===== config.mk =====
export PLATFORM = sky130hd
export DESIGN_NAME = frame_parser_xor_checksum_unit
export DESIGN_NICKNAME = d
export VERILOG_FILES = /design/src/rtl/fxc_pkg.sv /design/src/rtl/frame_parser_xor_checksum_unit.sv /design/src/rtl/fxc_parser.sv
export SDC_FILE = /design/constraint.sdc
export NUM_CORES = 1
export LEC_CHECK = 0
export ABC_AREA = 1
export BUFFER_PORTS_ARGS = -buffer_cell sky130_fd_sc_hd__buf_4
export CAP_MARGIN = 20
export CORE_MARGIN = 10
export CORE_UTILIZATION = 55
export CTS_CLUSTER_SIZE = 16
export DETAILED_ROUTE_END_ITERATION = 12
export GPL_TIMING_DRIVEN = 0
export PLACE_DENSITY = 0.8
export RECOVER_POWER = 100
export SYNTH_ARGS = -nofsm -noshare
export SYNTH_HDL_FRONTEND = slang
export SYNTH_SLANG_ARGS = --single-unit
export TNS_END_PERCENT = 10

===== constraint.sdc =====
create_clock -name clk -period 8.5 [get_ports clk]
set_input_delay 0.85 -clock clk [delete_from_list [all_inputs] [get_ports clk]]
set_output_delay 0.85 -clock clk [all_outputs]
set_load 0.01 [all_outputs]

===== src/rtl/fxc_pkg.sv =====
// shared types and constants for the frame parser with xor checksum
package fxc_pkg;

    localparam logic [7:0] START_RESET = 8'hA5;
    localparam int unsigned SEQ_BYTES = 4;
    localparam int unsigned ADDR_W = 3;
    localparam logic [ADDR_W-1:0] ADDR_START_VALUE = 3'd0;

    typedef enum logic [1:0] {
        KIND_PAYLOAD   = 2'd0,
        KIND_GOOD      = 2'd1,
        KIND_BAD_START = 2'd2,
        KIND_BAD_CSUM  = 2'd3
    } result_kind_t;

    typedef enum logic [6:0] {
        PH_IDLE   = 7'b0000001,
        PH_SEQ    = 7'b0000010,
        PH_TYPE   = 7'b0000100,
        PH_LEN    = 7'b0001000,
        PH_PAY    = 7'b0010000,
        PH_CSUM   = 7'b0100000,
        PH_REJECT = 7'b1000000
    } phase_t;

    typedef struct packed {
        logic [7:0] rx_byte;
        logic       frame_first;
    } in_item_t;

    typedef struct packed {
        logic [1:0]  result_kind;
        logic [7:0]  payload_byte;
        logic [31:0] sequence_number;
        logic [7:0]  message_type;
        logic [7:0]  frame_length;
        logic        end_of_frame;
    } out_item_t;

endpackage


===== src/rtl/frame_parser_xor_checksum_unit.sv =====
// top level: apb register, input register and frame parser
// an accepted byte passes the input register and then the result register on its way to its result beat
// throughput: one byte per cycle while the result register is not full, set by the single-pass parse logic
// bytes that give no result pass the input register without waiting on the output
// reset: parser idle, all header and checksum state zero, start_value 0xA5
// output beats are held until taken; no clearing pass is needed after reset
module frame_parser_xor_checksum_unit (
    input  logic                        clk,
    input  logic                        rst_n,
    input  logic                        in_valid,
    output logic                        in_ready,
    input  fxc_pkg::in_item_t           in_data,
    output logic                        out_valid,
    input  logic                        out_ready,
    output fxc_pkg::out_item_t          out_data,
    input  logic                        psel,
    input  logic                        penable,
    input  logic                        pwrite,
    input  logic [fxc_pkg::ADDR_W-1:0]  paddr,
    input  logic [31:0]                 pwdata,
    output logic [31:0]                 prdata,
    output logic                        pready
);
    import fxc_pkg::*;

    logic       start_sel;
    logic [7:0] start_value_reg;
    logic       hold_valid_reg, hold_valid_next;
    in_item_t   hold_reg;
    logic       take;
    logic       in_fire;

    assign start_sel = (paddr == ADDR_START_VALUE);
    assign pready    = 1'b1;
    assign prdata    = start_sel ? {24'd0, start_value_reg} : 32'd0;

    always_ff @(posedge clk or negedge rst_n)
    begin
        if (!rst_n)
        begin
            start_value_reg <= START_RESET;
        end
        else if (psel && penable && pwrite && pready && start_sel)
        begin
            start_value_reg <= pwdata[7:0];
        end
    end

    assign in_ready = !hold_valid_reg || take;
    assign in_fire  = in_valid && in_ready;

    always_comb
    begin
        hold_valid_next = hold_valid_reg;
        if (in_fire)
        begin
            hold_valid_next = 1'b1;
        end
        else if (take)
        begin
            hold_valid_next = 1'b0;
        end
    end

    always_ff @(posedge clk or negedge rst_n)
    begin
        if (!rst_n)
        begin
            hold_valid_reg <= 1'b0;
        end
        else
        begin
            hold_valid_reg <= hold_valid_next;
        end
    end

    always_ff @(posedge clk)
    begin
        if (in_fire)
        begin
            hold_reg <= in_data;
        end
    end

    fxc_parser u_parser (
        .clk         (clk),
        .rst_n       (rst_n),
        .item_valid  (hold_valid_reg),
        .item        (hold_reg),
        .start_value (start_value_reg),
        .item_take   (take),
        .out_valid   (out_valid),
        .out_ready   (out_ready),
        .out_data    (out_data)
    );

endmodule


===== src/rtl/fxc_parser.sv =====
// frame parse state, checksum tracking and result register
module fxc_parser (
    input  logic              clk,
    input  logic              rst_n,
    input  logic              item_valid,
    input  fxc_pkg::in_item_t item,
    input  logic [7:0]        start_value,
    output logic              item_take,
    output logic              out_valid,
    input  logic              out_ready,
    output fxc_pkg::out_item_t out_data
);
    import fxc_pkg::*;

    phase_t      phase_reg, phase_next;
    logic [7:0]  count_reg, count_next;
    logic [7:0]  xor_reg, xor_next;
    logic [31:0] seq_reg, seq_next;
    logic [7:0]  type_reg, type_next;
    logic [7:0]  len_reg, len_next;
    logic        out_valid_reg, out_valid_next;
    out_item_t   out_data_reg, out_data_next;

    logic        emit;
    out_item_t   result;
    logic        out_free;
    logic [7:0]  count_inc;

    assign count_inc = count_reg + 8'd1;

    always_comb
    begin
        phase_next = phase_reg;
        count_next = count_reg;
        xor_next   = xor_reg;
        seq_next   = seq_reg;
        type_next  = type_reg;
        len_next   = len_reg;
        emit       = 1'b0;
        result     = '0;
        if (item.frame_first)
        begin
            seq_next   = '0;
            type_next  = '0;
            len_next   = '0;
            count_next = '0;
            if (item.rx_byte != start_value)
            begin
                xor_next           = '0;
                phase_next         = PH_REJECT;
                emit               = 1'b1;
                result.result_kind = KIND_BAD_START;
                result.end_of_frame = 1'b1;
            end
            else
            begin
                xor_next   = item.rx_byte;
                phase_next = PH_SEQ;
            end
        end
        else
        begin
            unique case (phase_reg)
                PH_SEQ:
                begin
                    xor_next   = xor_reg ^ item.rx_byte;
                    seq_next   = {seq_reg[23:0], item.rx_byte};
                    count_next = count_inc;
                    if (count_inc >= 8'(SEQ_BYTES))
                    begin
                        count_next = '0;
                        phase_next = PH_TYPE;
                    end
                end
                PH_TYPE:
                begin
                    xor_next   = xor_reg ^ item.rx_byte;
                    type_next  = item.rx_byte;
                    phase_next = PH_LEN;
                end
                PH_LEN:
                begin
                    xor_next   = xor_reg ^ item.rx_byte;
                    len_next   = item.rx_byte;
                    count_next = '0;
                    phase_next = (item.rx_byte == 8'd0) ? PH_CSUM : PH_PAY;
                end
                PH_PAY:
                begin
                    xor_next   = xor_reg ^ item.rx_byte;
                    count_next = count_inc;
                    if (count_inc == len_reg)
                    begin
                        phase_next = PH_CSUM;
                    end
                    emit                   = 1'b1;
                    result.result_kind     = KIND_PAYLOAD;
                    result.payload_byte    = item.rx_byte;
                    result.sequence_number = seq_reg;
                    result.message_type    = type_reg;
                    result.frame_length    = len_reg;
                end
                PH_CSUM:
                begin
                    phase_next = PH_IDLE;
                    count_next = '0;
                    emit       = 1'b1;
                    result.result_kind = (item.rx_byte == xor_reg) ? KIND_GOOD
                                                                   : KIND_BAD_CSUM;
                    result.sequence_number = seq_reg;
                    result.message_type    = type_reg;
                    result.frame_length    = len_reg;
                    result.end_of_frame    = 1'b1;
                end
                default:
                begin
                    // idle or rejecting: stray bytes are dropped
                    phase_next = phase_reg;
                end
            endcase
        end
    end

    assign out_free  = !out_valid_reg || out_ready;
    // a byte with no result never waits on the output side
    assign item_take = item_valid && (!emit || out_free);

    always_comb
    begin
        out_valid_next = out_valid_reg;
        out_data_next  = out_data_reg;
        if (out_valid_reg && out_ready)
        begin
            out_valid_next = 1'b0;
        end
        if (item_take && emit)
        begin
            out_valid_next = 1'b1;
            out_data_next  = result;
        end
    end

    always_ff @(posedge clk or negedge rst_n)
    begin
        if (!rst_n)
        begin
            phase_reg     <= PH_IDLE;
            count_reg     <= '0;
            xor_reg       <= '0;
            seq_reg       <= '0;
            type_reg      <= '0;
            len_reg       <= '0;
            out_valid_reg <= 1'b0;
        end
        else
        begin
            out_valid_reg <= out_valid_next;
            if (item_take)
            begin
                phase_reg <= phase_next;
                count_reg <= count_next;
                xor_reg   <= xor_next;
                seq_reg   <= seq_next;
                type_reg  <= type_next;
                len_reg   <= len_next;
            end
        end
    end

    always_ff @(posedge clk)
    begin
        out_data_reg <= out_data_next;
    end

    assign out_valid = out_valid_reg;
    assign out_data  = out_data_reg;

endmodule


Word level (Yosys, flattened, before mapping)
Index checks and enable logic that the tools add are counted.
- register bits after elaboration: 149
- input port bits: 51
- logic and storage cells: 98
- add/sub/neg operators: 1
- $lt $le $gt $ge: 1
- equal/unequal tests: 10
- muxes and demuxes: 32
- bitwise logic cells: 3
- reduce and logical (&&, ||, !) cells: 34
- operators by type and width (kind ; count):
    $mux W8 ; 10
    $mux W32 ; 2
    $pmux W7 S5 ; 1
    $mux W7 ; 4
    $pmux W8 S3 ; 1
    $eq A8 B8 Y1 ; 2
    $reduce_bool A2 Y1 ; 6
    $reduce_and A2 Y1 ; 5
    $mux W1 ; 9
    $add A8 B1 Y8 const B ; 1
    $ge A8 B3 Y1 const B ; 1
    $logic_not A8 Y1 ; 1
    $mux W2 ; 4
    $ne A8 B8 Y1 ; 1
    $reduce_or A2 Y1 ; 4
    $xor A8 B8 Y8 ; 1
    $eq A7 B2 Y1 const B ; 1
    $eq A7 B3 Y1 const B ; 1
    $eq A7 B4 Y1 const B ; 1
    $eq A7 B5 Y1 const B ; 1
    $eq A7 B6 Y1 const B ; 1
    $logic_and A1 B1 Y1 ; 7
    $mux W6 ; 1
    $ne A3 B2 Y1 const B ; 2
    8 further kinds ; 13

Logic depth before layout (Yosys ltp)
Gate-level depths: netlist of run 1.
- depth after elaboration: 10
- depth in mapped cells: 15
- depth with buffers taken out: 14

By module
A second synthesis of run 1 with hierarchy kept.
- cell total of the unflattened synthesis: 738
- area total of the unflattened synthesis: 6984.2 µm²
- modules (own cells, without submodules) (module ; times used ; cells each ; area an instance (µm²)):
    fxc_parser ; 1 ; 639 ; 6018.3
    frame_parser_xor_checksum_unit ; 1 ; 99 ; 965.9

Worst setup path after synthesis of run 1
OpenSTA, ideal clock, no wires.
- path type: register to register
- start point: register u_parser.phase_reg[0]
- end point: register u_parser.out_data_reg (netlist bit u_parser.out_data[0]), enable pin
- setup time: 413 ps
- data arrival time: 2539 ps
- setup slack: 5548 ps
- stages on the path, launching flop included: 13
- clock period less this slack: 2952 ps
- cells stage by stage: dfstp_2 -> nor2_2 -> nand2_1 -> nor2_2 -> inv_2 -> nor2_8 -> nor2_4 -> nand2_2 -> nand2_2 -> nand2_4 -> inv_4 -> nand2_1 -> inv_1
- word-level cells in the longest chain between the ends: 8
- ends and longest elaborated chain (item ; line ; text):
    start, declared ; fxc_parser.sv:15 ; phase_t phase_reg, phase_next;
    start signal, assigned ; fxc_parser.sv:160 ; phase_reg <= phase_next;
    $eq A7 B6 Y1 / $eq A7 B5 Y1 (equally long branches) ; fxc_parser.sv:63 ; unique case (phase_reg)
    $reduce_or A2 Y1 (no line) * ; n/a ;
    $mux W1 * ; fxc_parser.sv:63 ;
    $mux W1 * ; fxc_parser.sv:41 ; if (item.frame_first)
    $logic_not A1 Y1 ; fxc_parser.sv:126 ; assign item_take = item_valid && (!emit || out_free);
    $logic_or A1 B1 Y1 ; fxc_parser.sv:126 ;
    $logic_and A1 B1 Y1 ; fxc_parser.sv:126 ;
    $logic_and A1 B1 Y1 * ; fxc_parser.sv:136 ; if (item_take && emit)
    end signal, assigned ; fxc_parser.sv:172 ; out_data_reg <= out_data_next;
    end, declared ; fxc_parser.sv:22 ; out_item_t out_data_reg, out_data_next;
Every way passes the cells marked *; elsewhere a longest branch is shown, timed or not.
A chain may end at the register's enable or synchronous reset.

Final worst setup path of run 1
- start point: register u_parser.phase_reg[0]
- end point: register u_parser.out_data_reg (netlist bit u_parser.out_data[29]), enable pin
Same word-level chain as after synthesis.

==> flow_metrics.tcl, run 1 <==
set metrics [dict create \
    ctsResizeCount 0 \
    max_clock_freq_ghz 0.203 \
    cts-root-buf "clkbuf_16" \
    clockBufferDepth 2 \
    p_seq_share_pct 44.4 \
    drt_iter0_drc 634 \
    ys_ff_latch 149 \
    avgSynthCellArea_um2 9.51 \
    slew_headroom_pct -76.4 \
    worstSetupStartpoint "u_parser.phase_reg[0]" \
    worstPathMaxFanout 51 \
    switching_share_pct 28.2 \
    p_sw_w 0.000591 \
    drt_first_pass_iters 5 \
    combPwrFrac_pct 16.6 \
    drive_gt1_share_pct 10.6 \
    clk_latency_ps 420 \
    arrival_ps 4900 \
    cts_buffers 17 \
    antenna_left 0 \
    grt_pass1_vias 5458 \
    min_path_cells 2 \
    r2r_slack_ps 3580 \
    die_h_um 131 \
    die_w_um 131 \
    dieArea_um2 17300 \
    nets 909 \
    slew_violations 136 \
    crit_end "u_parser.out_data[29]" \
    rsz0062_at_grt "false" \
    syn-instance-count 718 \
    irDropWorstVdd_mv 0.135 \
    cp-end-kind "register" \
    finalCritPeriodShare_pct 57.9 \
    synth_cell_types 37 \
    antenna_found_initial 0 \
    io_pins 145 \
    power_density_nw_per_um2 259 \
    r2r_end "u_parser.out_data[29]" \
    worst_r2r_path_depth 13 \
    synth_area_um2 6830 \
    status "finished with violations" \
    final_hold_viol_count 0 \
    largest_reg_flops 59 \
    syn_to_final_growth_pct 18.5 \
    cts_setup_buffers 0 \
    grt_usage_pct 18.5 \
    route.detailed.drc 0 \
    p_clk_share_pct 39.0 \
    ctsHtreeMaxLevel 4 \
    finClkSkew_ps 8.35 \
    cts.clk_slew.worst_paths_ps 60 \
    initial_core_util_pct 56.6 \
    wl_mm 16.1 \
    wl_per_cell_um 15.5 \
    hpwlAfterDp_mm 11.7 \
    num_vias 5395 \
    cp-start-kind "register" \
    holdCritPathClass "reg -> reg" \
    violations "capacitance limit, slew limit" \
    antennaDiodeCount 0 \
    total_power_w 0.00210 \
    finalSetupTns_ps 0 \
    viasPerCell 5.20 \
    tritoncts "built" \
    leakagePower_nw 3.48 \
    yosys_warnings 0 \
    gp_congestion 0.882 \
    grt_pass1_wl_mm 26.3 \
    cts_hold_buffers 0 \
    setup_viol 0 \
    p_int_w 0.00151 \
    port_buffers 95 \
    grt_max_degree 82 \
    overflow 0 \
    path_class "reg -> reg" \
    postLayoutCoreUtil_pct 67.1 \
    row_count 40 \
    seq_area_frac_synth_pct 59.7 \
    maxCapViolations 3 \
    rr_startpoint "u_parser.phase_reg[0]" \
    worstMarginPinSlew_ps 2650 \
    min_period_ps 4920 \
    core_um2 12100 \
    required_ps 8480 \
    cts.sinks 149 \
]
-- per-layer routing --
metal	up-vias	global-route usage, %	routed length (µm)
met5	-	0	0
met4	0	7.23	417
met3	39	5.41	1180
met2	238	30.1	7900
met1	2564	22.6	6570
li1	2554	-	-
-- cells in the mapped netlist, drive strengths merged --
| library cell | count | area, µm² |
|---|---|---|
| a21oi | 2 | 13.8 |
| a22o | 6 | 52.6 |
| and3 | 1 | 6.26 |
| buf | 37 | 284 |
| clkbuf | 11 | 41.3 |
| conb | 2 | 7.51 |
| dfrtp | 76 | 1900 |
| dfstp | 5 | 131 |
| edfxtp | 68 | 2040 |
| ha | 1 | 12.5 |
| inv | 102 | 388 |
| nand2 | 123 | 479 |
| nand3 | 66 | 330 |
| nand3b | 1 | 7.51 |
| nand4 | 7 | 43.8 |
| nor2 | 97 | 410 |
| nor3 | 1 | 5.00 |
| nor4 | 2 | 12.5 |
| o21a | 1 | 7.51 |
| o21ai | 87 | 469 |
| o21bai | 8 | 60.1 |
| or3 | 1 | 6.26 |
| xnor2 | 6 | 52.6 |
| xor2 | 7 | 61.3 |
-- worst max-delay path, stage by stage, from the launching register on --
cell        delay [ps]
dfstp_1            550
nor2_1              80
nand2_1            100
nor2_1              70
inv_1              180
nor2_1             220
nor2_1             420
nand2_2            130
nand2_1            130
nand2_1            100
clkinvlp_2         160
nand2_1             90
inv_1              300
clkbuf_1          1920
-- how the worst min path moves through the flow --
stage                                      end                  from
after floorplan           u_parser.type_reg[0]  u_parser.type_reg[0]
after global placement    u_parser.type_reg[4]  u_parser.type_reg[4]
after detailed placement  u_parser.type_reg[7]  u_parser.type_reg[7]
after CTS                 u_parser.type_reg[7]  u_parser.type_reg[7]
after global routing      u_parser.type_reg[7]  u_parser.type_reg[7]
final                     u_parser.type_reg[7]  u_parser.type_reg[7]
-- per-stage QoR --
stage / area, µm² / cells / hold slack, ps / setup WS, ps
final: 8090 / 1038 / 487 / 3580
after global routing: 8090 / 1038 / 506 / 3140
after CTS: 8510 / 1037 / 492 / 5610
after detailed placement: 7860 / 1005 / 476 / 5880
after global placement: 7840 / 1004 / 468 / 4890
after floorplan: 6910 / 741 / 453 / 5550
-- cell type report --
cell class,instances,area (µm²)
well taps,168,210
repair buffers,97,458
flip-flops and latches,149,4080
clock inverters,14,221
plain buffers,48,274
clock buffers,18,429
inverters,102,385
multi-input cells,442,2030
fillers,1001,3970
-- placed cells by master (no fill, tap or decap), types with 2 or more instances in the layout --
master and n:
nand2_1 121, edfxtp_1 68, clkinvlp_4 2, a22o_1 6
buf_1 2, inv_6 4, nand2_2 2, dfrtp_1 76
nand4_1 7, clkbuf_16 17, o21ai_0 77, xnor2_1 6
inv_2 2, nor2_1 96, inv_1 98, dfstp_2 4
clkbuf_1 94, o21bai_1 8, xor2_1 7, clkinv_4 2
nand3_1 66, conb_1 25, o21ai_1 10, bufinv_16 5
nor4_1 2, clkbuf_4 10, buf_4 40, clkinvlp_2 2
-- power by group through the flow --
stage / clock (W) / sequential, W / combinational [W]
2_1_floorplan: 0 / 0.000934 / 0.000261
3_3_place_gp: 0 / 0.000938 / 0.000364
3_5_place_dp: 0 / 0.000942 / 0.000384
4_1_cts: 0.000827 / 0.000929 / 0.000389
5_1_grt: 0.000858 / 0.000944 / 0.000400
6_report: 0.000818 / 0.000932 / 0.000349
-- logic make-up after synthesis --
logic type               after synthesis  synth area share (%)
XOR/XNOR                              13                  1.67
other                                  2                 0.110
AO/OA/AOI/OAI                        104                  8.83
adder cells (fa/ha/maj)                1                 0.183
buffers and inverters                150                  10.4
AND/OR/NAND/NOR                      299                  19.1
flip-flops                           149                  59.7
No activity file was read; power rests on OpenSTA's default activity.
==> inputs of run 2 (changes only) <==
clock period = 4.7 ns   (was 8.5 ns; I/O delays follow)
==> flow_metrics.tcl, run 2 (synthesis results as in run 1) <==
set metrics [dict create \
    tritoncts "built" \
    cts.sinks 149 \
    cp-start-kind "register" \
    nets 909 \
    grt_max_degree 82 \
    cp_slowest_stage_delay_ps 570 \
    grt_usage_pct 18.5 \
    worstPathMaxFanout 10 \
    power_density_nw_per_um2 467 \
    irDropWorstVdd_mv 0.245 \
    use_met3_pct 5.41 \
    rr_startpoint "u_parser.phase_reg[1]" \
    finalSetupTns_ps 0 \
    postLayoutCoreUtil_pct 67.7 \
    ctsResizeCount 0 \
    rsz0062_at_grt "false" \
    io_pins 145 \
    min_path_cells 1 \
    dp.cells 1005 \
    arrival_ps 3620 \
    ctsHtreeMaxLevel 4 \
    antenna_left 0 \
    cpMostUsedCell "nor2_1" \
    regArea_um2 4080 \
    p_seq_share_pct 44.2 \
    status "finished with violations" \
    cts-root-buf "clkbuf_16" \
    port_buffers 95 \
    row_count 40 \
    initial_core_util_pct 56.6 \
    viasPerCell 5.19 \
    grt_pass1_vias 5458 \
    clockBufferDepth 2 \
    combPwrFrac_pct 17.0 \
    cts_hold_buffers 0 \
    grt.busiest_layer "met2" \
    setup_viol 0 \
    antenna_found_initial 0 \
    leakagePower_nw 3.52 \
    drt_iter0_drc 668 \
    min_period_ps 3330 \
    r2r_slack_ps 1370 \
    cts_setup_buffers 0 \
    syn_to_final_growth_pct 19.6 \
    dieArea_um2 17300 \
    finClkSkew_ps 8.47 \
    die_w_um 131 \
    grtUsageMet1_pct 22.6 \
    maxCapViolations 1 \
    drive_gt1_share_pct 11.3 \
    p_int_w 0.00273 \
    worst_r2r_path_depth 13 \
    num_vias 5386 \
    required_ps 4980 \
    route.detailed.drc 0 \
    wl_per_cell_um 15.5 \
    mostFrequentLayoutCell "nand2_1" \
    holdCritPathClass "in -> reg" \
    fin_cells 1038 \
    final_hold_viol_count 0 \
    overflow 0 \
    path_class "reg -> reg" \
    total_power_w 0.00381 \
    cts.clk_slew.worst_paths_ps 60 \
    crit_slowest_cell "nor2_1" \
    slew_headroom_pct -31.5 \
    multiInputGateArea_um2 2060 \
    max_clock_freq_ghz 0.300 \
    hpwlAfterDp_mm 11.7 \
    p_sw_w 0.00108 \
    clk_latency_ps 420 \
    largest_reg_flops 59 \
    cp-end-kind "register" \
    final_cell_mix "nand2_1, inv_1, nor2_1, clkbuf_1, dfrtp_1" \
    grt_pass1_wl_mm 26.3 \
    p_clk_share_pct 38.8 \
    core_um2 12100 \
    drt_first_pass_iters 5 \
    finalCritPeriodShare_pct 71.0 \
    antennaDiodeCount 0 \
    die_h_um 131 \
    cp_cell_sequence "nor2_1 -> nand2_1 -> nor2_1 -> inv_1 -> nor2_1 -> nor2_1 -> nand2_2 -> nand2_1 -> nand2_1 -> inv_4 -> o21ai_0 -> clkbuf_1 -> o21ai_0" \
    cts_buffers 17 \
    gp_congestion 0.882 \
    wl_mm 16.1 \
    violations "capacitance limit, slew limit" \
    globalRouteMet2Util_pct 30.1 \
    holdCritStartpoint "in_data[8]" \
    slew_violations 34 \
    fillCellCount 989 \
    hold_end "hold_reg[8]" \
    r2r_end "u_parser.len_reg[3]" \
    switching_share_pct 28.3 \
    worstMarginPinSlew_ps 1970 \
]
run 2: changes by cell type in the layout (fill, tap and decap cells not counted), sizes merged:
cell      change
buf           +4
inv           +1
clkinvlp      -1
clkbuf        -4
run 2: worst max path at each step:
stage / startpoint / endpoint / slack [ps] / cells after the start
6_report: u_parser.phase_reg[1] / u_parser.len_reg[3] / 1370 / 13
4_1_cts: u_parser.phase_reg[0] / u_parser.out_data[29] / 2140 / 13
5_1_grt: u_parser.phase_reg[1] / u_parser.len_reg[6] / 1030 / 14
3_3_place_gp: u_parser.phase_reg[0] / u_parser.out_data[33] / 1090 / 12
2_1_floorplan: u_parser.phase_reg[0] / u_parser.out_data[0] / 1750 / 12
3_5_place_dp: u_parser.phase_reg[0] / u_parser.out_data[26] / 2170 / 13
run 2: worst max-delay path: cells and delay by family (launching register included):
| family | cells | cell delay [ps] |
|---|---|---|
| simple gates | 8 | 1760 |
| buf+inv | 3 | 580 |
| compound gates | 2 | 470 |
| flops | 1 | 380 |
run 2: metrics by stage:
stage	area, µm²	setup slack (ps)	hold WS, ps
finish	8170	1370	245
global route	8170	1030	233
CTS	8510	2140	214
detailed placement	7860	2170	476
global placement	7840	1090	468
floorplan	6910	1750	174
run 2: final cells by class:
class                      count  share of cell area (%)
clock inverter                14                    2.71
timing repair buffer          97                    6.10
clock buffer                  18                    5.26
buffer                        48                    3.54
tap                          168                    2.57
sequential                   149                    49.9
multi-input combinational    442                    25.2
inverter                     102                    4.73
run 2: metal layers:
| layer | vias up | wire length (µm) |
|---|---|---|
| li1 | 2563 | - |
| met1 | 2540 | 6640 |
| met2 | 243 | 7910 |
| met3 | 40 | 1130 |
| met4 | 0 | 443 |
| met5 | - | 0 |
run 2: power groups by stage:
stage | clock, W | sequential [W] | combinational, W
after floorplan | 0 | 0.00169 | 0.000473
final | 0.00148 | 0.00168 | 0.000650
after CTS | 0.00150 | 0.00168 | 0.000703
after global placement | 0 | 0.00170 | 0.000659
after global routing | 0.00155 | 0.00170 | 0.000744
after detailed placement | 0 | 0.00170 | 0.000695
==> inputs of run 3 (changes only) <==
clock period = 3.2 ns   (was 4.7 ns; I/O delays follow)
==> flow_metrics.tcl, run 3 (synthesis results as in run 1) <==
set metrics [dict create \
    violations "capacitance limit, slew limit" \
    largest_reg_flops 59 \
    drive_gt1_share_pct 12.1 \
    status "finished with violations" \
    leakagePower_nw 3.55 \
    cp-start-kind "register" \
    finalCritPeriodShare_pct 83.1 \
    irDropWorstVdd_mv 0.359 \
    grt_max_degree 82 \
    cts.sinks 149 \
    syn_to_final_growth_pct 20.5 \
    cts-root-buf "clkbuf_16" \
    core_um2 12100 \
    maxCapViolations 1 \
    total_power_w 0.00561 \
    worstPathMaxFanout 10 \
    path_buf_inv 3 \
    ctsResizeCount 0 \
    final_hold_viol_count 0 \
    highest_layer "met4" \
    clockBufferDepth 2 \
    overflow 0 \
    path_class "reg -> reg" \
    final_cell_mix "nand2_1, inv_1, nor2_1, clkbuf_1" \
    initial_core_util_pct 56.6 \
    drt_iter0_drc 651 \
    met2WireLength_mm 7.90 \
    fillCellCount 974 \
    gp_congestion 0.882 \
    arrival_ps 2980 \
    hpwlAfterDp_mm 11.7 \
    ctsHtreeMaxLevel 4 \
    crit_slowest_cell "dfrtp_1" \
    wl_mm 16.1 \
    antennaDiodeCount 0 \
    finalSetupTns_ps 0 \
    wl_met1_mm 6.66 \
    finClkSkew_ps 7.80 \
    cts_setup_buffers 0 \
    grt_pass1_vias 5458 \
    cpMostUsedCell "nand2_1" \
    antenna_left 0 \
    max_clock_freq_ghz 0.376 \
    route.detailed.drc 0 \
    setup_viol 0 \
    met3WireLength_mm 1.06 \
    cp-end-kind "register" \
    viasPerCell 5.18 \
    rsz0062_at_grt "false" \
    drt_first_pass_iters 5 \
    cts_buffers 17 \
    die_w_um 131 \
    slew_headroom_pct -31.1 \
    cp_slowest_stage_delay_ps 380 \
    worstMarginPinSlew_ps 1970 \
    required_ps 3530 \
    grt_pass1_wl_mm 26.3 \
    holdCritPathClass "in -> reg" \
    nets 910 \
    min_period_ps 2660 \
    cts.clk_slew.worst_paths_ps 60 \
    num_vias 5384 \
    tritoncts "built" \
    slew_violations 34 \
    grt_usage_pct 18.5 \
    die_h_um 131 \
    cp_top_family "simple AND/OR/NAND/NOR gates" \
    power_density_nw_per_um2 682 \
    mostFrequentLayoutCell "nand2_1" \
    clk_latency_ps 420 \
    antenna_found_initial 0 \
    wl_per_cell_um 15.5 \
    cts_hold_buffers 0 \
    dieArea_um2 17300 \
    cp_cell_sequence "nor2_1 -> nand2_1 -> nor2_1 -> inv_1 -> nor2_1 -> nor2_4 -> nand2_1 -> nand2_1 -> nand2_4 -> inv_4 -> nand2_1 -> clkbuf_1 -> nand2_1 -> o21ai_0" \
    row_count 40 \
    port_buffers 95 \
    io_pins 145 \
]
==> run 3: cell count changes in the layout (fill, tap and decap cells not counted), moves of 2 or more <==
| cell | previous run | this run |
|---|---|---|
| nor2_1 | 96 | 93 |
| inv_1 | 98 | 96 |
| inv_2 | 2 | 4 |
| o21ai_1 | 10 | 8 |
==> run 3: layer usage <==
layer	track usage, %	up-vias
li1	-	2560
met1	22.6	2563
met2	30.1	219
met3	5.41	42
met4	7.23	0
met5	0	-
==> run 3: final timing paths <==
check,from,to,slack (ps),cells after the start
min in group asynchronous,rst_n,u_parser.count_reg[3],990,2
hold / removal,in_data[8],hold_reg[8],100,1
setup reg to reg,u_parser.phase_reg[1],u_parser.type_reg[6],540,14
max in group asynchronous,rst_n,u_parser.seq_reg[10],1070,2
setup / recovery,u_parser.phase_reg[1],u_parser.type_reg[6],540,14
hold reg to reg,u_parser.type_reg[7],u_parser.type_reg[7],490,2
==> run 3: report_power, final <==
group          switching (W)  leakage (nW)  internal [W]
Combinational       0.000624          1.53      0.000341
Sequential          0.000186          1.72       0.00229
Clock               0.000777         0.310       0.00139
==> run 3: layout make-up <==
cell class	instances	area [µm²]	area share [%]
flip-flops and latches	149	4080	49.5
multi-input cells	442	2100	25.5
repair buffers	98	508	6.17
clock buffers	18	429	5.22
inverters	102	388	4.71
plain buffers	48	297	3.60
clock inverters	14	221	2.69
well taps	168	210	2.55
==> run 3: metrics by stage <==
stage / cells / utilization (%) / setup slack, ps / instance area [µm²] / hold WS, ps
2_1_floorplan: 741 / - / 248 / 6910 / 24.4
3_3_place_gp: 1004 / 65.0 / -410 / 7840 / 468
3_5_place_dp: 1005 / 65.1 / 668 / 7860 / 476
4_1_cts: 1037 / 70.5 / 644 / 8510 / 63.9
5_1_grt: 1039 / 68.2 / 292 / 8230 / 82.5
6_report: 1039 / 68.2 / 541 / 8230 / 95.6
